===== src/rtl/spr_pkg.sv =====
// Shared types, constants and register codes of the stream pattern replace block.
`default_nettype none

package spr_pkg;

    // Field widths fixed by the stream format.
    localparam int BYTE_W     = 8;
    localparam int LEN_W      = 4;
    localparam int COUNT_W    = 32;
    localparam int CFG_DATA_W = 64;
    localparam int CFG_ADDR_W = 2;

    // Default sizes of the pattern window and the replacement.
    localparam int MAX_PATTERN_DEF     = 8;
    localparam int MAX_REPLACEMENT_DEF = 8;

    // Depth of the queues on either side of the engine.
    localparam int QUEUE_DEPTH = 2;

    // A newline byte ends any chance of a match.
    localparam logic [BYTE_W-1:0] NEWLINE = 8'h0A;

    // Configuration register indexes.
    typedef enum logic [CFG_ADDR_W-1:0] {
        CFG_PATTERN_BYTES      = 2'd0,
        CFG_PATTERN_LENGTH     = 2'd1,
        CFG_REPLACEMENT_BYTES  = 2'd2,
        CFG_REPLACEMENT_LENGTH = 2'd3
    } t_cfg_reg;

    // Configuration register set as seen by the engine.
    typedef struct packed {
        logic [CFG_DATA_W-1:0] pattern_bytes;
        logic [LEN_W-1:0]      pattern_length;
        logic [CFG_DATA_W-1:0] replacement_bytes;
        logic [LEN_W-1:0]      replacement_length;
    } t_cfg;

    // One input word.
    typedef struct packed {
        logic [BYTE_W-1:0] in_byte;
        logic              stream_end;
    } t_in_word;

    // One result word.
    typedef struct packed {
        logic [BYTE_W-1:0]  out_byte;
        logic               byte_valid;
        logic               run_last;
        logic               end_of_output;
        logic [COUNT_W-1:0] replace_count;
    } t_result;

    // Queue status flags.
    typedef struct packed {
        logic full;
        logic empty;
    } t_qstat;

    // Engine sequencer states.
    typedef enum logic [4:0] {
        S_LOAD  = 5'b00001,
        S_SCAN  = 5'b00010,
        S_REPL  = 5'b00100,
        S_FLUSH = 5'b01000,
        S_FIN   = 5'b10000
    } t_state;

endpackage

`default_nettype wire


===== src/rtl/spr_fifo.sv =====
// Small first-in first-out queue of flip-flops used on both sides of the engine.
`default_nettype none

module spr_fifo
    import spr_pkg::*;
#(
    parameter int WIDTH = 8,
    parameter int DEPTH = QUEUE_DEPTH
) (
    input  wire logic             i_clk,
    input  wire logic             i_rst_n,
    input  wire logic             i_push,
    input  wire logic [WIDTH-1:0] i_data,
    input  wire logic             i_pop,
    output logic      [WIDTH-1:0] o_data,
    output t_qstat                o_stat
);

    localparam int PW = (DEPTH > 1) ? $clog2(DEPTH) : 1;
    localparam int CW = $clog2(DEPTH + 1);

    logic [WIDTH-1:0] r_mem [DEPTH];
    logic [PW-1:0]    r_wr_ptr, n_wr_ptr;
    logic [PW-1:0]    r_rd_ptr, n_rd_ptr;
    logic [CW-1:0]    r_cnt, n_cnt;
    logic             do_push;
    logic             do_pop;

    // Status and read side.
    assign o_stat.full  = (r_cnt == CW'(DEPTH));
    assign o_stat.empty = (r_cnt == '0);
    assign o_data       = r_mem[r_rd_ptr];
    assign do_push      = i_push && !o_stat.full;
    assign do_pop       = i_pop && !o_stat.empty;

    // Pointer and fill count update.
    always_comb begin
        n_wr_ptr = r_wr_ptr;
        n_rd_ptr = r_rd_ptr;
        n_cnt    = r_cnt;
        if (do_push) begin
            n_wr_ptr = (r_wr_ptr == PW'(DEPTH - 1)) ? '0 : r_wr_ptr + PW'(1);
        end
        if (do_pop) begin
            n_rd_ptr = (r_rd_ptr == PW'(DEPTH - 1)) ? '0 : r_rd_ptr + PW'(1);
        end
        if (do_push && !do_pop) begin
            n_cnt = r_cnt + CW'(1);
        end else if (!do_push && do_pop) begin
            n_cnt = r_cnt - CW'(1);
        end
    end

    always_ff @(posedge i_clk) begin
        if (!i_rst_n) begin
            r_wr_ptr <= '0;
            r_rd_ptr <= '0;
            r_cnt    <= '0;
        end else begin
            r_wr_ptr <= n_wr_ptr;
            r_rd_ptr <= n_rd_ptr;
            r_cnt    <= n_cnt;
        end
    end

    // Storage needs no reset.
    always_ff @(posedge i_clk) begin
        if (do_push) begin
            r_mem[r_wr_ptr] <= i_data;
        end
    end

endmodule

`default_nettype wire


===== src/rtl/spr_engine.sv =====
// Back end: scans the held window against the pattern and produces result words.
`default_nettype none

module spr_engine
    import spr_pkg::*;
#(
    parameter int MAX_PATTERN     = MAX_PATTERN_DEF,
    parameter int MAX_REPLACEMENT = MAX_REPLACEMENT_DEF
) (
    input  wire logic     i_clk,
    input  wire logic     i_rst_n,
    input  wire t_cfg     i_cfg,
    input  wire t_qstat   i_in_stat,
    input  wire t_in_word i_in_word,
    output logic          o_in_pop,
    input  wire t_qstat   i_out_stat,
    output logic          o_res_push,
    output t_result       o_res
);

    localparam int IW = (MAX_PATTERN > 1) ? $clog2(MAX_PATTERN) : 1;
    localparam int RW = (MAX_REPLACEMENT > 1) ? $clog2(MAX_REPLACEMENT) : 1;

    t_state             r_state, n_state;
    logic [BYTE_W-1:0]  r_win [MAX_PATTERN];
    logic [BYTE_W-1:0]  n_win [MAX_PATTERN];
    logic [BYTE_W-1:0]  r_live_pat [MAX_PATTERN];
    logic [BYTE_W-1:0]  n_live_pat [MAX_PATTERN];
    logic [LEN_W-1:0]   r_live_len, n_live_len;
    logic [LEN_W-1:0]   r_n, n_n;
    logic [LEN_W-1:0]   r_ridx, n_ridx;
    logic               r_end, n_end;
    logic [COUNT_W-1:0] r_total, n_total;
    logic               r_pend_valid, n_pend_valid;
    t_result            r_pend, n_pend;

    logic [LEN_W-1:0]   cfg_pat_len;
    logic [LEN_W-1:0]   repl_len;
    logic               cfg_has_nl;
    logic [LEN_W-1:0]   cmp_len;
    logic               same;
    logic               full_hit;
    logic               pass_byte;
    logic               gen;
    logic [BYTE_W-1:0]  gen_byte;
    logic               gen_ok;
    logic               fin_push;
    logic               shift;
    t_result            fin_res;

    // Clamp the configured lengths and check the pattern for a newline.
    always_comb begin
        cfg_pat_len = (i_cfg.pattern_length > LEN_W'(MAX_PATTERN)) ?
                      LEN_W'(MAX_PATTERN) : i_cfg.pattern_length;
        repl_len    = (i_cfg.replacement_length > LEN_W'(MAX_REPLACEMENT)) ?
                      LEN_W'(MAX_REPLACEMENT) : i_cfg.replacement_length;
        cfg_has_nl  = 1'b0;
        for (int i = 0; i < MAX_PATTERN; i++) begin
            if ((LEN_W'(i) < cfg_pat_len) &&
                (i_cfg.pattern_bytes[BYTE_W*i +: BYTE_W] == NEWLINE)) begin
                cfg_has_nl = 1'b1;
            end
        end
    end

    // Compare the window head against the latched pattern, lane by lane.
    always_comb begin
        cmp_len = (r_n < r_live_len) ? r_n : r_live_len;
        same    = 1'b1;
        for (int i = 0; i < MAX_PATTERN; i++) begin
            if ((LEN_W'(i) < cmp_len) && (r_win[i] != r_live_pat[i])) begin
                same = 1'b0;
            end
        end
        pass_byte = (r_live_len == '0) || !same;
        full_hit  = same && (r_live_len != '0) && (r_n >= r_live_len);
    end

    // A new word may enter the pending slot when it is free or can drain.
    assign gen_ok = !r_pend_valid || !i_out_stat.full;

    // Sequencer.
    always_comb begin
        n_state      = r_state;
        n_win        = r_win;
        n_live_pat   = r_live_pat;
        n_live_len   = r_live_len;
        n_n          = r_n;
        n_ridx       = r_ridx;
        n_end        = r_end;
        n_total      = r_total;
        n_pend_valid = r_pend_valid;
        n_pend       = r_pend;
        o_in_pop     = 1'b0;
        gen          = 1'b0;
        gen_byte     = '0;
        fin_push     = 1'b0;
        shift        = 1'b0;

        unique case (r_state)
            S_LOAD: begin
                if (!i_in_stat.empty) begin
                    o_in_pop = 1'b1;
                    // The pattern is taken up only when no bytes are held.
                    if (r_n == '0) begin
                        for (int i = 0; i < MAX_PATTERN; i++) begin
                            n_live_pat[i] = i_cfg.pattern_bytes[BYTE_W*i +: BYTE_W];
                        end
                        n_live_len = cfg_has_nl ? '0 : cfg_pat_len;
                    end
                    n_win[r_n[IW-1:0]] = i_in_word.in_byte;
                    n_n     = r_n + LEN_W'(1);
                    n_end   = i_in_word.stream_end;
                    n_state = S_SCAN;
                end
            end
            S_SCAN: begin
                if (r_n == '0) begin
                    n_state = S_FIN;
                end else if (pass_byte) begin
                    gen      = 1'b1;
                    gen_byte = r_win[0];
                    shift    = gen_ok;
                end else if (full_hit) begin
                    if (r_total != '1) begin
                        n_total = r_total + COUNT_W'(1);
                    end
                    n_n    = '0;
                    n_ridx = '0;
                    n_state = (repl_len == '0) ? S_FIN : S_REPL;
                end else begin
                    // Partial match: the remaining bytes stay held.
                    n_state = r_end ? S_FLUSH : S_FIN;
                end
            end
            S_REPL: begin
                gen      = 1'b1;
                gen_byte = i_cfg.replacement_bytes[BYTE_W*r_ridx[RW-1:0] +: BYTE_W];
                if (gen_ok) begin
                    n_ridx = r_ridx + LEN_W'(1);
                    if (r_ridx + LEN_W'(1) == repl_len) begin
                        n_state = S_FIN;
                    end
                end
            end
            S_FLUSH: begin
                if (r_n == '0) begin
                    n_state = S_FIN;
                end else begin
                    gen      = 1'b1;
                    gen_byte = r_win[0];
                    shift    = gen_ok;
                end
            end
            S_FIN: begin
                if (r_pend_valid || r_end) begin
                    if (!i_out_stat.full) begin
                        fin_push     = 1'b1;
                        n_pend_valid = 1'b0;
                        if (r_end) begin
                            n_total = '0;
                        end
                        n_state = S_LOAD;
                    end
                end else begin
                    n_state = S_LOAD;
                end
            end
            default: begin
                n_state = S_LOAD;
            end
        endcase

        // Drop the head byte of the window.
        if (shift) begin
            for (int i = 0; i < MAX_PATTERN - 1; i++) begin
                n_win[i] = r_win[i + 1];
            end
            n_n = r_n - LEN_W'(1);
        end

        // The newest word waits in the pending slot until its successor is known.
        if (gen && gen_ok) begin
            n_pend.out_byte      = gen_byte;
            n_pend.byte_valid    = 1'b1;
            n_pend.run_last      = 1'b0;
            n_pend.end_of_output = 1'b0;
            n_pend.replace_count = r_total;
            n_pend_valid         = 1'b1;
        end
    end

    // Closing word: the pending word marked last, or an empty end marker.
    always_comb begin
        if (r_pend_valid) begin
            fin_res               = r_pend;
            fin_res.run_last      = 1'b1;
            fin_res.end_of_output = r_end;
        end else begin
            fin_res.out_byte      = '0;
            fin_res.byte_valid    = 1'b0;
            fin_res.run_last      = 1'b1;
            fin_res.end_of_output = 1'b1;
            fin_res.replace_count = r_total;
        end
    end

    assign o_res_push = fin_push || (gen && gen_ok && r_pend_valid);
    assign o_res      = fin_push ? fin_res : r_pend;

    always_ff @(posedge i_clk) begin
        if (!i_rst_n) begin
            r_state      <= S_LOAD;
            r_live_len   <= '0;
            r_n          <= '0;
            r_ridx       <= '0;
            r_end        <= 1'b0;
            r_total      <= '0;
            r_pend_valid <= 1'b0;
        end else begin
            r_state      <= n_state;
            r_live_len   <= n_live_len;
            r_n          <= n_n;
            r_ridx       <= n_ridx;
            r_end        <= n_end;
            r_total      <= n_total;
            r_pend_valid <= n_pend_valid;
        end
    end

    // Data registers need no reset.
    always_ff @(posedge i_clk) begin
        r_win      <= n_win;
        r_live_pat <= n_live_pat;
        r_pend     <= n_pend;
    end

`ifndef NO_ASSERTIONS
    // The window never holds more bytes than the pattern can have.
    a_window_bound: assert property (@(posedge i_clk) disable iff (!i_rst_n)
        r_n <= LEN_W'(MAX_PATTERN))
        else $error("window count exceeds pattern size");

    // A new item never starts while a word of the previous one is pending.
    a_load_clean: assert property (@(posedge i_clk) disable iff (!i_rst_n)
        (r_state == S_LOAD) |-> !r_pend_valid)
        else $error("pending word left over at item start");

    // Words are pushed only into a queue with room.
    a_push_room: assert property (@(posedge i_clk) disable iff (!i_rst_n)
        o_res_push |-> !i_out_stat.full)
        else $error("result pushed into a full queue");

    // Closing a stream clears the replacement count.
    a_count_clear: assert property (@(posedge i_clk) disable iff (!i_rst_n)
        (r_state == S_FIN && r_end && !i_out_stat.full) |=> (r_total == '0))
        else $error("replacement count not cleared at stream end");

    // Replacement bytes go out only after the matched bytes left the window.
    a_repl_empty: assert property (@(posedge i_clk) disable iff (!i_rst_n)
        (r_state == S_REPL) |-> (r_n == '0))
        else $error("window not empty during replacement");
`endif

endmodule

`default_nettype wire


===== src/rtl/stream_pattern_replace_core.sv =====
// Top level: configuration registers, input queue, engine and result queue.
// Each result word of an item waits in a holding slot before it reaches the result queue and
// the result ports. An item passes through the load, scan and finish states; words that carry
// a text byte are emitted from the scan, replace or flush state, and held bytes are flushed at
// stream end. A full result queue stalls the engine, which emits at most one word per cycle.
// Reset: synchronous, active low; clears queues, window count, count and configuration.
`default_nettype none

module stream_pattern_replace_core
    import spr_pkg::*;
#(
    parameter int MAX_PATTERN     = MAX_PATTERN_DEF,
    parameter int MAX_REPLACEMENT = MAX_REPLACEMENT_DEF
) (
    input  wire logic                  i_clk,
    input  wire logic                  i_rst_n,
    // Configuration write port.
    input  wire logic                  i_cfg_we,
    input  wire logic [CFG_ADDR_W-1:0] i_cfg_index,
    input  wire logic [CFG_DATA_W-1:0] i_cfg_wdata,
    // Input side.
    input  wire logic                  push,
    output logic                       full,
    input  wire logic [BYTE_W-1:0]     i_in_byte,
    input  wire logic                  i_stream_end,
    // Result side.
    output logic                       empty,
    input  wire logic                  pop,
    output logic      [BYTE_W-1:0]     o_out_byte,
    output logic                       o_byte_valid,
    output logic                       o_run_last,
    output logic                       o_end_of_output,
    output logic      [COUNT_W-1:0]    o_replace_count
);

    t_cfg     r_cfg;
    t_in_word in_word;
    t_in_word eng_in_word;
    t_qstat   in_stat;
    t_qstat   out_stat;
    logic     in_pop;
    logic     res_push;
    t_result  res_word;
    t_result  out_word;

    // Configuration register writes.
    always_ff @(posedge i_clk) begin
        if (!i_rst_n) begin
            r_cfg <= '0;
        end else if (i_cfg_we) begin
            unique case (t_cfg_reg'(i_cfg_index))
                CFG_PATTERN_BYTES:      r_cfg.pattern_bytes      <= i_cfg_wdata;
                CFG_PATTERN_LENGTH:     r_cfg.pattern_length     <= i_cfg_wdata[LEN_W-1:0];
                CFG_REPLACEMENT_BYTES:  r_cfg.replacement_bytes  <= i_cfg_wdata;
                CFG_REPLACEMENT_LENGTH: r_cfg.replacement_length <= i_cfg_wdata[LEN_W-1:0];
                default: begin
                end
            endcase
        end
    end

    // Input queue.
    assign in_word.in_byte    = i_in_byte;
    assign in_word.stream_end = i_stream_end;
    assign full               = in_stat.full;

    spr_fifo #(
        .WIDTH ($bits(t_in_word)),
        .DEPTH (QUEUE_DEPTH)
    ) u_in_queue (
        .i_clk   (i_clk),
        .i_rst_n (i_rst_n),
        .i_push  (push),
        .i_data  (in_word),
        .i_pop   (in_pop),
        .o_data  (eng_in_word),
        .o_stat  (in_stat)
    );

    // Matching engine.
    spr_engine #(
        .MAX_PATTERN     (MAX_PATTERN),
        .MAX_REPLACEMENT (MAX_REPLACEMENT)
    ) u_engine (
        .i_clk      (i_clk),
        .i_rst_n    (i_rst_n),
        .i_cfg      (r_cfg),
        .i_in_stat  (in_stat),
        .i_in_word  (eng_in_word),
        .o_in_pop   (in_pop),
        .i_out_stat (out_stat),
        .o_res_push (res_push),
        .o_res      (res_word)
    );

    // Result queue.
    spr_fifo #(
        .WIDTH ($bits(t_result)),
        .DEPTH (QUEUE_DEPTH)
    ) u_out_queue (
        .i_clk   (i_clk),
        .i_rst_n (i_rst_n),
        .i_push  (res_push),
        .i_data  (res_word),
        .i_pop   (pop),
        .o_data  (out_word),
        .o_stat  (out_stat)
    );

    assign empty           = out_stat.empty;
    assign o_out_byte      = out_word.out_byte;
    assign o_byte_valid    = out_word.byte_valid;
    assign o_run_last      = out_word.run_last;
    assign o_end_of_output = out_word.end_of_output;
    assign o_replace_count = out_word.replace_count;

endmodule

`default_nettype wire


===== config.mk =====
export PLATFORM = sky130hd
export DESIGN_NAME = stream_pattern_replace_core
export DESIGN_NICKNAME = d
export VERILOG_FILES = /design/src/rtl/spr_pkg.sv /design/src/rtl/spr_fifo.sv /design/src/rtl/spr_engine.sv /design/src/rtl/stream_pattern_replace_core.sv
export SDC_FILE = /design/constraint.sdc
export NUM_CORES = 1
export LEC_CHECK = 0
export BUFFER_PORTS_ARGS = -buffer_cell sky130_fd_sc_hd__buf_2
export CAP_MARGIN = 20
export CORE_MARGIN = 1
export CORE_UTILIZATION = 45
export CTS_CLUSTER_DIAMETER = 80
export DETAILED_ROUTE_END_ITERATION = 6
export GPL_TIMING_DRIVEN = 0
export PLACE_DENSITY = 0.62
export SETUP_SLACK_MARGIN = 0.15
export SYNTH_ARGS = -nofsm -noshare
export SYNTH_HDL_FRONTEND = slang
export SYNTH_SLANG_ARGS = --single-unit

===== constraint.sdc =====
create_clock -name i_clk -period 14.9 [get_ports i_clk]
set_clock_uncertainty 0.05 [all_clocks]
set_input_delay 1.49 -clock i_clk [delete_from_list [all_inputs] [get_ports i_clk]]
set_output_delay 1.49 -clock i_clk [all_outputs]
set_load 0.01 [all_outputs]

======== After elaboration in Yosys (flattened, before gate mapping) ========
Memories as Yosys holds them, arrays and structs flattened. A register that Yosys moved wholly into a read port is not among the register bits.
Cells that the tools add are included.
operators by class
  reduce and logical (&&, ||, !) cells .... 70
  eq/ne operators ......................... 47
  magnitude comparators ................... 22
  shift operators ......................... 1
  add/subtract/negate cells ............... 12
  muxes and demuxes ....................... 93
  bitwise gates (word level) .............. 2
operator list
  operator               number
  $mux 32                7
  $mux 64                2
  $mux 43                2
  $bwmux 64              1
  $eq 8x4->1 const B     8
  $ne 8x8->1             8
  $pmux 32 s2            1
  $shiftx 64x7->8        1
  $mux 56                1
  $mux 5                 11
  $mux 1                 43
  $mux 4                 10
  $add 32x1->32 const B  1
  $lt 3x4->1 const A     8
  $mux 8                 4
  $ne 32x32->1 const B   1
  $logic_and 1x1->1      29
  $pmux 5 s5             1
  $demux 8 s3            1
  $pmux 8 s3             1
  $lt 1x4->1 const A     4
  $lt 2x4->1 const A     4
  $pmux 4 s2             2
  $ne 2x1->1 const B     7
  other kinds (39)       89
storage, ports and cells
  memories ................................ 2
  bits in writable memories ............... 104
  flip-flop bits (word level) ............. 363
  output and inout bits ................... 45
  word-level logic and storage cells ...... 284
  input port bits ......................... 80
memories
  memory             words  width  rd ports  clocked after memory_dff  write ports  line            source
  u_out_queue.r_mem  2      43     1         1                         1            spr_fifo.sv:22  logic [WIDTH-1:0] r_mem [DEPTH];
  u_in_queue.r_mem   2      9      1         1                         1            spr_fifo.sv:22

======== Longest topological paths before layout ========
Gate-level depths: netlist of the first run.
  depth in word-level cells ............... 25
  depth in mapped cells ................... 14
  gate-level depth less buffers ........... 13

======== Cells and area by module ========
A second synthesis of the first run with hierarchy kept.
unflattened totals
  cell total of the unflattened synthesis .. 1595
  area, all modules ....................... 20090.5 sq um
modules (own cells, without submodules)
  module                       area an instance (sq um)  cells an instance  times used  sequential area each (sq um)
  spr_engine                   10710.3                   871                1           6065.8
  stream_pattern_replace_core  5163.7                    512                1           2722.6
  spr_fifo (u_out_queue)       3335.7                    159                1           2682.6
  spr_fifo (u_in_queue)        880.8                     53                 1           640.6

======== Least setup slack after synthesis of the first run ========
OpenSTA, ideal clock, no wires.
  kind .................................... flip-flop to flip-flop
  start point ............................. reg u_engine.r_n[0]
  end point ............................... mem u_out_queue.r_mem[0][0] in the netlist's numbering, enable pin
  data arrival time ....................... 4.208 ns
  path buffers ............................ 1
  stages on the path, launching flop included .. 12
  slack ................................... 10.193 ns
  data required time ...................... 14.401 ns
  clock period less this slack ............ 4.707 ns
  library setup time ...................... 0.449 ns
  cell sequence ........................... dfxtp_1 clkbuf_1 inv_1 ha_1 nor2b_1 o211ai_1 a21o_1 a21o_1 a221o_1 nand4_1 a21o_1 nor2b_1
between the ends
  longest elaborated chain between the ends .. 23
  elaborated cells between the ends (all ways) .. 39
  those cells by class .................... 9 x order compare; 15 x mux; 15 x reduce/logical
RTL lines
  what                              line               source
  from (decl)                       spr_engine.sv:30   logic [LEN_W-1:0] r_n, n_n;
  from (signal assigned)            spr_engine.sv:223  r_n <= n_n;
  $lt 4x4->1                        spr_engine.sv:68   cmp_len = (r_n < r_live_len) ? r_n : r_live_len;
  $mux 4                            spr_engine.sv:68
  $lt 1x4->1                        spr_engine.sv:71   if ((LEN_W'(i) < cmp_len) && (r_win[i] != r_live_pat[i])) begin
  $logic_and 1x1->1                 spr_engine.sv:71
  $mux 1 (8 in a row)               spr_engine.sv:71
  $logic_not 1->1                   spr_engine.sv:75   pass_byte = (r_live_len == '0) || !same;
  $logic_or 1x1->1                  spr_engine.sv:75
  $mux 1                            spr_engine.sv:120  end else if (pass_byte) begin
  $mux 1                            spr_engine.sv:118  if (r_n == '0) begin
  $pmux 1 s3 *                      spr_engine.sv:100  unique case (r_state)
  $logic_and 1x1->1 * (2 in a row)  spr_engine.sv:208  assign o_res_push = fin_push || (gen && gen_ok && r_pend_valid);
  $logic_or 1x1->1 *                spr_engine.sv:208
  $logic_and 1x1->1 *               spr_fifo.sv:33     assign do_push = i_push && !o_stat.full;
  net u_out_queue.do_push           spr_fifo.sv:26     logic do_push;
  $mux 1 *                          spr_fifo.sv:68     if (do_push) begin
  $mux 1 (implied by the code) *    spr_fifo.sv:69     r_mem[r_wr_ptr] <= i_data;
  to (decl)                         spr_fifo.sv:22
The timed path passes the listed nets; every way through them passes the cells marked *.

======== Worst setup path after layout of the first run ========
  start point ............................. reg u_engine.r_n[0]
  end point ............................... reg u_engine.r_pend[25] in the netlist's numbering, enable pin
between the ends
  longest elaborated chain between the ends .. 18
  elaborated cells between the ends (all ways) .. 34
  those cells by class .................... 9 x order compare; 13 x mux; 12 x reduce/logical
RTL lines
  what                  line               source
  $lt 4x4->1            spr_engine.sv:68
  $mux 4                spr_engine.sv:68
  $lt 1x4->1            spr_engine.sv:71
  $logic_and 1x1->1     spr_engine.sv:71
  $mux 1 (8 in a row)   spr_engine.sv:71
  $logic_not 1->1       spr_engine.sv:75
  $logic_or 1x1->1      spr_engine.sv:75
  $mux 1                spr_engine.sv:120
  $mux 1                spr_engine.sv:118
  $pmux 1 s3 *          spr_engine.sv:100
  $logic_and 1x1->1 *   spr_engine.sv:183  if (gen && gen_ok) begin
  to (signal assigned)  spr_engine.sv:235  r_pend <= n_pend;
  to (decl)             spr_engine.sv:35   t_result r_pend, n_pend;
Every way passes the cells marked *; elsewhere a longest branch is shown, timed or not.
A chain may end at the register's enable or synchronous reset.

==> results of run 1 <==
## registers in the layout (all words and copies together), names as in the netlist, named ones only
signal                 cells
u_out_queue.r_mem         86
u_engine.r_end             1
u_engine.r_live_len        4
u_engine.r_state           5
u_in_queue.r_wr_ptr        1
u_out_queue.r_wr_ptr       1
u_out_queue.r_cnt          2
u_in_queue.r_mem          18
u_engine.r_n               4
u_engine.r_total          32
u_out_queue.r_rd_ptr       1
u_engine.r_pend           40
r_cfg                    136
u_in_queue.r_rd_ptr        1
u_in_queue.r_cnt           2
u_engine.r_live_pat       64
u_engine.r_pend_valid      1
u_engine.r_ridx            4
u_engine.r_win            64
## cell families (layout without fill, tap and decap cells)
| group | after synthesis | in the layout | synth area share, % |
|---|---|---|---|
| compound gates | 330 | 330 | 9.65 |
| xor+xnor | 77 | 77 | 3.44 |
| fa+ha+maj | 11 | 11 | 0.702 |
| buf+inv | 115 | 334 | 2.30 |
| flops | 469 | 469 | 61.8 |
| mux | 118 | 118 | 7.52 |
| simple gates | 619 | 619 | 14.6 |
## worst min-delay path by stage
stage / slack [ps] / endpoint / depth (start not counted) / startpoint
after floorplan: 370 / u_engine.r_live_pat[17] / 0 / r_cfg[113]
after global placement: 390 / u_engine.r_live_pat[33] / 0 / r_cfg[97]
after detailed placement: 380 / u_engine.r_live_pat[49] / 0 / r_cfg[81]
after CTS: 400 / u_engine.r_live_pat[27] / 0 / r_cfg[107]
after global routing: 410 / u_engine.r_live_pat[27] / 0 / r_cfg[107]
final: 400 / u_engine.r_live_pat[27] / 0 / r_cfg[107]
## through the flow
stage                     instance area (sq um)  worst slack (ps)  hold WS [ps]  total power, mW  utilization, %
final                                     22700             10640           402             3.42            52.9
after detailed placement                  21100             10630           384             2.21            49.1
after global placement                    21000              8620           386             2.19            48.8
after CTS                                 22700             10610           399             3.45            52.9
after global routing                      22700             10340           411             3.56            52.9
after floorplan                           19600             10190           371             2.00               -
## power breakdown
part | internal (mW) | switching (mW) | leakage (nW)
Clock | 0.743 | 0.499 | 0.802
Sequential | 1.54 | 0.0821 | 3.99
Combinational | 0.220 | 0.341 | 2.81
Total | 2.50 | 0.923 | 7.61
## critical path, stage by stage (launching register included)
cell      delay (ps)
dfxtp_1          330
clkbuf_1         350
inv_1            230
ha_1             250
nor2b_1          110
o211ai_1         120
a21o_1           220
a21o_1           190
a221o_1          350
nand4_1          300
a21oi_1          110
nor2_1           550
o21a_2           550
buf_16           240
## cell type report
cell class                      count  area, sq um
Buffer                             87          347
Fill cell                        3801        20300
Sequential cell                   469        12100
Timing Repair Buffer              131          743
Tap cell                          585          732
Clock buffer                       60         1310
Inverter                           28          105
Multi-Input combinational cell   1155         7050
Clock inverter                     28          328
## synthesized netlist by cell type (5+ instances only)
library cell and instances:
nand2_1 374, edfxtp_1 272, dfxtp_1 197, a21oi_1 170, mux2_2 75, o21ai_0 74, clkbuf_1 64, xnor2_1 59
nor2_1 54, inv_1 28, nand3_1 28, mux2i_1 27, nand4_1 27, or3_1 18, xor2_1 18, or4_1 17
mux4_2 16, nor4_1 16, and3_1 15, nor2b_1 14, o21ai_1 14, o211ai_1 13, buf_1 12, ha_1 11
nor3_1 11, nand2b_1 10, buf_2 9, o2bb2ai_1 8, o31ai_1 8, nor4bb_1 7, and2_1 6, a31oi_1 5
## layer usage
metal / global-route usage, % / up-vias / part of all wire [%]
met2: 36.6 / 377 / 49
met1: 28.1 / 6610 / 43
met4: 7.87 / 0 / 2.8
met5: 0 / - / 0
li1: - / 6647 / -
met3: 3.00 / 95 / 4.7
==> metrics.txt, run 1 <==
ANT cells=0; sequential element share of the synthesized area=61.8%; Arr. time, crit path=~4500 ps; critical-path maximum fanout=23; Hold Crit Class=flip-flop to flip-flop; Mapped Cells=~1,700; post-CTS sizing=0; final period demand of the worst path=between 4000 and 5000 ps; Worst VDD drop=approximately 0.091 mV; Netlist cell types=just under 70; vias in the first global route=roughly 13,000; CTS tree=done; H-tree levels=2; GRT Residual Overflow=0; critical path class=flip-flop to flip-flop; Rows=76; most common cell after layout, fill and taps aside=nand2_1; RR Endpoint=u_engine.r_pend[25]; Routed WL per cell=about 19 microns; share of cells above drive strength 1=between 10% and 20%; Die X-Extent=about 210 microns; clk sink count=469; worst-skew pair later-pin latency=between 500 and 600 ps; initial antenna violation count=0; Die Ht=roughly 210 microns; worst r2r src=u_engine.r_n[0]; number of buffer cells added on primary ports=124; Post-synth top flop=edfxtp_1; crit end category=flip-flop; HPWL Detailed=~36 mm; Syn Nets=1,830; Via density=between 5 and 6; setup slack, reg-to-reg=around 11,000 ps; post-CTS setup buffers=0; Via Count=around 14,000; cell area after synthesis=about 20,000 sq um; DRT antenna net count=0; Clock Tree Buf Depth=3; filler-free cell count of the finished design=~2,500; post-route clock period utilization=28.6%; MaxCap Viol Count=0; Worst setup SP type=flip-flop; clock slew at reported path FFs=~60 ps; final setup TNS=0 ps; synth top area cells=edfxtp_1 (42%), dfxtp_1 (20%), nand2_1 (7.2%), a21oi_1 (4.3%), mux2_2 (4.3%); status=completed; largest net degree at the start of global routing=41; Final Net Count=a little over 2,000; gr usage total=a little over a fifth; Synth async-reset ratio=0%; Rel. slew slack=23.0%; # hold bufs at CTS=0; cell accounting for the most synthesized area=edfxtp_1; mean post-synth cell area=between 10 and 15 sq um; Synth top area share=a little over two fifths; global-route wire length before repair=about 73 mm; final slew viol count=0; crit path capture=u_engine.r_pend[25]; pwr dens=approximately 150 nW/um^2; core area=between 40,000 and 50,000 sq um; DRT iter0 DRCs=929; first-pass detailed-route iteration total=5; GP Congestion=a little under 0.9; final WL=about 48 mm; worst-margin pin slew=between 1000 and 1500 ps; R2R depth=13; initial core utilization=~46%; DRC=0; Seq cells post-synth=between 400 and 500; Area Overhead vs Synth=15.9%; IO Pins=between 100 and 150; EDFF count, synth=between 200 and 300; Max Freq=about 230 MHz; root buf cell=clkbuf_16; yosys warns=0; final count of hold timing violations=0; Final setup viols=0; critical path startpoint=u_engine.r_n[0]; CTS buffer count=48; RSZ-0062 raised after global routing=no; DIE AREA=roughly 44,000 sq um; Leakage=roughly 7.6 nW; most frequent cells in the layout=nand2_1 (374), edfxtp_1 (272), dfxtp_1 (197), a21oi_1 (170), buf_2 (134); placed cell count=about 2,500; CP required=15,120 ps
(Power assumes the default switching activity.)
==> run 2: changes to the inputs <==
ABC_AREA = 1   (was unset)
clock period = 4.4 ns   (was 14.9 ns; I/O delays follow)
==> run 2 against run 1 <==
Via count rose by 18%. Flip-flop and latch count did not move. Maximum frequency rose by 18%. Setup slack got worse by 9800 ps. Sequential share of layout area fell by 2.1 points. First-iteration DRC count rose by 59%. Cell area rose by 4.0%. Sequential power rose to 3.5 times the previous value. Cell count rose by 19%. Synthesized area rose by 4.6%. Die area rose by 4.6%.
==> metrics.txt, run 2 <==
status=completed; CTS tree=done; number of buffer cells added on primary ports=123; Via Count=16,160; hold_ws=around 16 ps; largest net degree at the start of global routing=~40; most common cell in the synthesized netlist=nand2_1; Die X-Extent=approximately 220 microns; DIE AREA=46,500 sq um; post-layout util=a little over half; clock share of power=33.3%; GRT Residual Overflow=0; Routed WL per cell=between 15 and 20 microns; RSZ-0062 raised after global routing=no; worst hold start=i_cfg_wdata[29]; Final Net Count=2,477; initial core utilization=between 40 and 50%; EDFF count, synth=roughly 270; hold path depth=3; final slew viol count=0; Final setup viols=0; Max Freq=between 200 and 300 MHz; ANT cells=0; final setup TNS=0 ps; Rel. slew slack=16.8%; critical path class=flip-flop to flip-flop; Internal Power=roughly 8.5 mW; Synth async-reset ratio=0%; share of cells above drive strength 1=11.9%; R2R depth=18; Clock Tree Buf Depth=3; DRT iter0 DRCs=1,476; most common cell after layout, fill and taps aside=nand2_1; critical-path maximum fanout=26; sequential element share of the synthesized area=around three fifths; core area=about 45,000 sq um; first-pass detailed-route iteration total=6; synth top area cells=edfxtp_1 (40%), dfxtp_1 (19%), nand2_1 (6.7%), o21ai_0 (6.7%), nor2_1 (4.8%); filler-free cell count of the finished design=3,019; most frequent cells in the layout=nand2_1 (368), o21ai_0 (274), edfxtp_1 (272), nor2_1 (260), inv_1 (228); Worst setup SP type=flip-flop; placed cell count=slightly below 3,000; vias in the first global route=between 15,000 and 20,000; final period demand of the worst path=between 3000 and 4000 ps; Area Overhead vs Synth=15.3%; Hold Crit Class=primary input to flip-flop; IO Pins=~130; Rows=77; post-route worst setup slack=roughly 790 ps; logic gate share of total power=21.6%; clk sink count=469; root buf cell=clkbuf_16; Arr. time, crit path=3850 ps; Leakage=8.87 nW; RR Endpoint=u_out_queue.r_mem[1][3]; clock slew at reported path FFs=60 ps; post-CTS sizing=0; Flop pwr share=a little under half; Syn Nets=between 2,000 and 2,500; final count of hold timing violations=0; CTS buffer count=49; GP Congestion=between 0.9 and 1; setup slack, reg-to-reg=790 ps; Post-synth top flop=edfxtp_1; Biggest register=r_cfg; Worst VDD drop=roughly 0.28 mV; cell accounting for the most synthesized area=edfxtp_1; max reg flops=136; global-route wire length before repair=approximately 89 mm; DRT antenna net count=0; total power=roughly 12 mW; post-route clock period utilization=82.0%; yosys warns=0; Synth top area share=between 30% and 40%; HPWL Detailed=~44 mm; Die Ht=between 200 and 250 microns; Via density=approximately 5.4; worst-skew pair later-pin latency=610 ps; cell area after synthesis=approximately 21,000 sq um; Worst Hold End=r_cfg[101]; DP Area=between 20,000 and 25,000 sq um; MaxCap Viol Count=0; Post-Layout Inst Area=approximately 24,000 sq um; switching share of total power=between 30 and 40%; worst r2r src=u_engine.r_n[0]; CP required=around 4600 ps; pwr dens=roughly 520 nW/um^2; largest registers=r_cfg x136, u_out_queue.r_mem x86; worst-margin pin slew=around 1200 ps; Seq cells post-synth=roughly 470; dpl ws=roughly 800 ps; final WL=57.9 mm; mean post-synth cell area=slightly above 9 sq um; gr usage total=between 20 and 30%; post-CTS setup buffers=0; DRC=0; P_sw=roughly 3.9 mW; Mapped Cells=roughly 2,200; top post-synthesis cells by count=nand2_1 (368), o21ai_0 (274), edfxtp_1 (272); initial antenna violation count=1; H-tree levels=2; Netlist cell types=between 40 and 50; crit end category=flip-flop
run 2: worst max-delay path by stage:
stage,startpoint,to,slack [ps]
after floorplan,u_engine.r_state[2],u_engine.r_live_len[0],660
after global placement,u_engine.r_state[2],u_engine.r_live_len[2],-800
after detailed placement,u_engine.r_n[0],u_out_queue.r_mem[1][11],790
after CTS,u_engine.r_n[0],u_out_queue.r_mem[1][3],800
after global routing,u_engine.r_n[0],u_out_queue.r_mem[1][9],450
final,u_engine.r_n[0],u_out_queue.r_mem[1][3],790
run 2: cells by family (layout without fill, tap and decap cells):
family	Yosys count	count (layout)	share of synthesized area, %
and+or+nand+nor	792	792	16.1
AOI/OAI and AO/OA	469	469	11.8
DFF	469	469	59.0
buffers and inverters	330	557	6.40
xor gates and xnor gates	86	86	3.67
muxes	43	43	2.36
adders and majority gates	11	11	0.671
run 2: cell type report:
class / count / area, sq um
well taps: 592 / 741
inverters: 237 / 890
plain buffers: 93 / 423
fillers: 4006 / 21000
multi-input cells: 1401 / 7120
flip-flops and latches: 469 / 12100
clock inverters: 28 / 233
repair buffers: 135 / 763
clock buffers: 64 / 1370
run 2: timing repair:
action,4_1_cts,5_1_grt
endpoints found under the setup margin,0,0
endpoints found under the hold margin,16,0
hold buffers,8,0
run 2: power by group through the flow:
stage                     registers, mW  clock network [mW]  logic, mW
after CTS                          5.59                4.18       2.66
after detailed placement           5.68                   0       2.64
final                              5.59                4.12       2.67
after floorplan                    5.57                   0       1.82
after global placement             5.69                   0       2.55
after global routing               5.64                4.34       2.98
run 2: critical path, stage by stage (launching register included):
cell      delay (ps)
dfxtp_1          460
inv_1            180
ha_1             230
o21bai_1         130
nand2_1           80
nand2_1          140
nand2_1           70
nand2_1          130
nand2_1           80
nand2_1           60
nand2_1           40
nand2_1           50
nand2_1           70
nand2_2          140
nand2_2          120
nand2_1          110
nand3_1          240
a21oi_4          630
buf_12           270
run 2: metal layers:
layer  wire length (microns)  vias up  global-route usage [%]  share of wire, %
li1                        -     7755                       -                 -
met1                   27000     7666                    36.8                47
met2                   24700      642                    37.2                43
met3                    4690       97                    5.27               8.1
met4                    1480        0                    7.04               2.5
met5                       0        -                       0                 0
==> run 3: changes to the inputs <==
PLACE_DENSITY = 0.64   (was 0.62)
clock period = 2.95 ns   (was 4.4 ns; I/O delays follow)
==> run 3 against run 2 <==
Flip-flop and latch count is the same. Via count up 3.9%. Setup slack got worse by 780 ps. Sequential power grew 49%. Clock power rose by 51%. Die area did not move. First-iteration DRC count increased by 9.6%. Wire length grew 7.0%. Utilization up 4.2 points. Critical path depth increased by 3. Cell area increased by 8.0%. Largest cell class unchanged. Largest power group unchanged.
==> metrics.txt, run 3 (same netlist as run 2, synthesis figures left out) <==
GP Congestion=about 0.98; GRT Residual Overflow=0; R2R depth=21; final setup TNS=0 ps; CTS tree=done; clk sink count=roughly 470; core area=roughly 45,000 sq um; largest registers=r_cfg x136, u_out_queue.r_mem x86; total power=roughly 19 mW; final WL=about 62 mm; critical path startpoint=u_engine.r_live_len[1]; Worst Hold End=r_cfg[116]; Rel. slew slack=between 20% and 30%; root buf cell=clkbuf_16; Biggest register=r_cfg; Worst setup SP type=flip-flop; CTS buffer count=between 40 and 50; RSZ-0062 raised after global routing=yes; clock slew at reported path FFs=approximately 70 ps; Via Count=between 15,000 and 20,000; Max Freq=about 340 MHz; Area Overhead vs Synth=24.5%; IO Pins=approximately 130; global-route wire length before repair=between 90 and 100 mm; worst hold start=i_cfg_wdata[44]; worst r2r src=u_engine.r_live_len[1]; largest net degree at the start of global routing=30; Die Ht=between 200 and 250 microns; WP buf/inv=7; post-route clock period utilization=99.5%; Die X-Extent=around 220 microns; RR Endpoint=u_out_queue.r_mem[1][20]; max reg flops=between 100 and 150; slowest CP cell=dfxtp_2; Hold Crit Class=primary input to flip-flop; dpl ws=-534 ps; final count of hold timing violations=0; Worst VDD drop=between 0.4 and 0.5 mV; DRT antenna net count=0; Final Net Count=between 2,000 and 3,000; DIE AREA=around 46,000 sq um; final slew viol count=0; ANT cells=0; placed cell count=slightly below 3,000; H-tree levels=2; setup slack, reg-to-reg=10 ps; critical-path maximum fanout=6; Final setup viols=0; Routed WL per cell=approximately 20 microns; hold path depth=3; DP Area=roughly 22,000 sq um; first-pass detailed-route iteration total=5; initial antenna violation count=1; crit end category=flip-flop; Arr. time, crit path=3200 ps; share of cells above drive strength 1=17.1%; Clock Tree Buf Depth=3; Post-Layout Inst Area=roughly 26,000 sq um; most common cell after layout, fill and taps aside=nand2_1; critical path class=flip-flop to flip-flop; hold_ws=~38 ps; Critical Path, Cell by Cell=inv_2 -> ha_4 -> inv_2 -> o21bai_1 -> nand2_2 -> nand2_4 -> nand2_4 -> nand2_4 -> buf_4 -> a21oi_1 -> nand2_1 -> nand2_2 -> nand2_4 -> nand2_4 -> nand2_4 -> nand3_4 -> buf_6 -> a21oi_4 -> buf_6 -> buf_12 -> buf_16; Top Family by Delay on Critical Path=simple AND/OR/NAND/NOR gates; filler-free cell count of the finished design=about 3,100; final period demand of the worst path=2940 ps; vias in the first global route=16,130; crit-path most repeated cell=nand2_4; post-layout util=57.3%; Max stage delay on crit path=~340 ps; MaxCap Viol Count=0; DRT iter0 DRCs=1,617; DRC=0; worst-skew pair later-pin latency=approximately 600 ps; number of buffer cells added on primary ports=123; initial core utilization=46.0%; pwr dens=~760 nW/um^2; status=completed; CP required=~3200 ps; post-route worst setup slack=roughly 14 ps; most frequent cells in the layout=nand2_1 (338), edfxtp_1 (272), nor2_1 (259), o21ai_0 (259), inv_1 (223); HPWL Detailed=between 40 and 50 mm; Via density=approximately 5.3; Rows=77; Leakage=roughly 9.6 nW; worst-margin pin slew=approximately 1100 ps; gr usage total=a little over a quarter
-- run 3: cell types whose count changed in the layout (fill, tap and decap cells not counted), sizes merged, moves of 2 or more --
cell and delta:
a21oi +2, dlygate4sd3 +59, clkbuf +12, clkinvlp +5
clkinv -7, buf +50
-- run 3: where the power goes --
part / leakage [nW] / internal [mW] / total, mW / switching (mW)
registers: 4.11 / 7.87 / 8.33 / 0.463
logic: 4.68 / 1.73 / 4.75 / 3.02
clock network: 0.812 / 3.62 / 6.24 / 2.62
-- run 3: how the worst max path moves through the flow --
stage | to | slack [ps] | cells after the start
finish | u_out_queue.r_mem[1][20] | 10 | 21
global route | u_out_queue.r_mem[1][16] | -130 | 21
CTS | u_out_queue.r_mem[1][10] | 40 | 22
detailed placement | u_engine.r_pend[9] | -530 | 17
global placement | u_out_queue.r_mem[1][10] | -610 | 17
floorplan | u_out_queue.r_mem[1][0] | 20 | 17
-- run 3: layout make-up --
cell class	count	area, sq um
Buffer	93	468
Clock buffer	69	1450
Clock inverter	23	199
Timing Repair inverter	3	22.5
Timing Repair Buffer	251	2080
Fill cell	3797	19100
Tap cell	592	741
Multi-Input combinational cell	1404	7570
Sequential cell	469	12100
Inverter	237	893
-- run 3: metal layers --
layer  up-vias  routed length, microns  GRT usage [%]
met5         -                      17              0
met4         2                    2270           10.3
met3       127                    4310           4.37
met2       634                   27900           41.0
met1      8029                   27500           36.0
li1       8004                       -              -
-- run 3: repair_timing --
item | 4_1_cts | 5_1_grt
pin swaps | 10 | 34
gates resized for setup | 30 | 105
gates cloned | 8 | 7
endpoints found under the hold margin | 99 | 0
endpoints found under the setup margin | 340 | 343
hold buffers | 67 | 0
setup buffers | 34 | 13
-- run 3: tightest hold or removal path, stage by stage --
cell and delay, ps:
buf_2 160, nor2_1 90, nor2_1 100
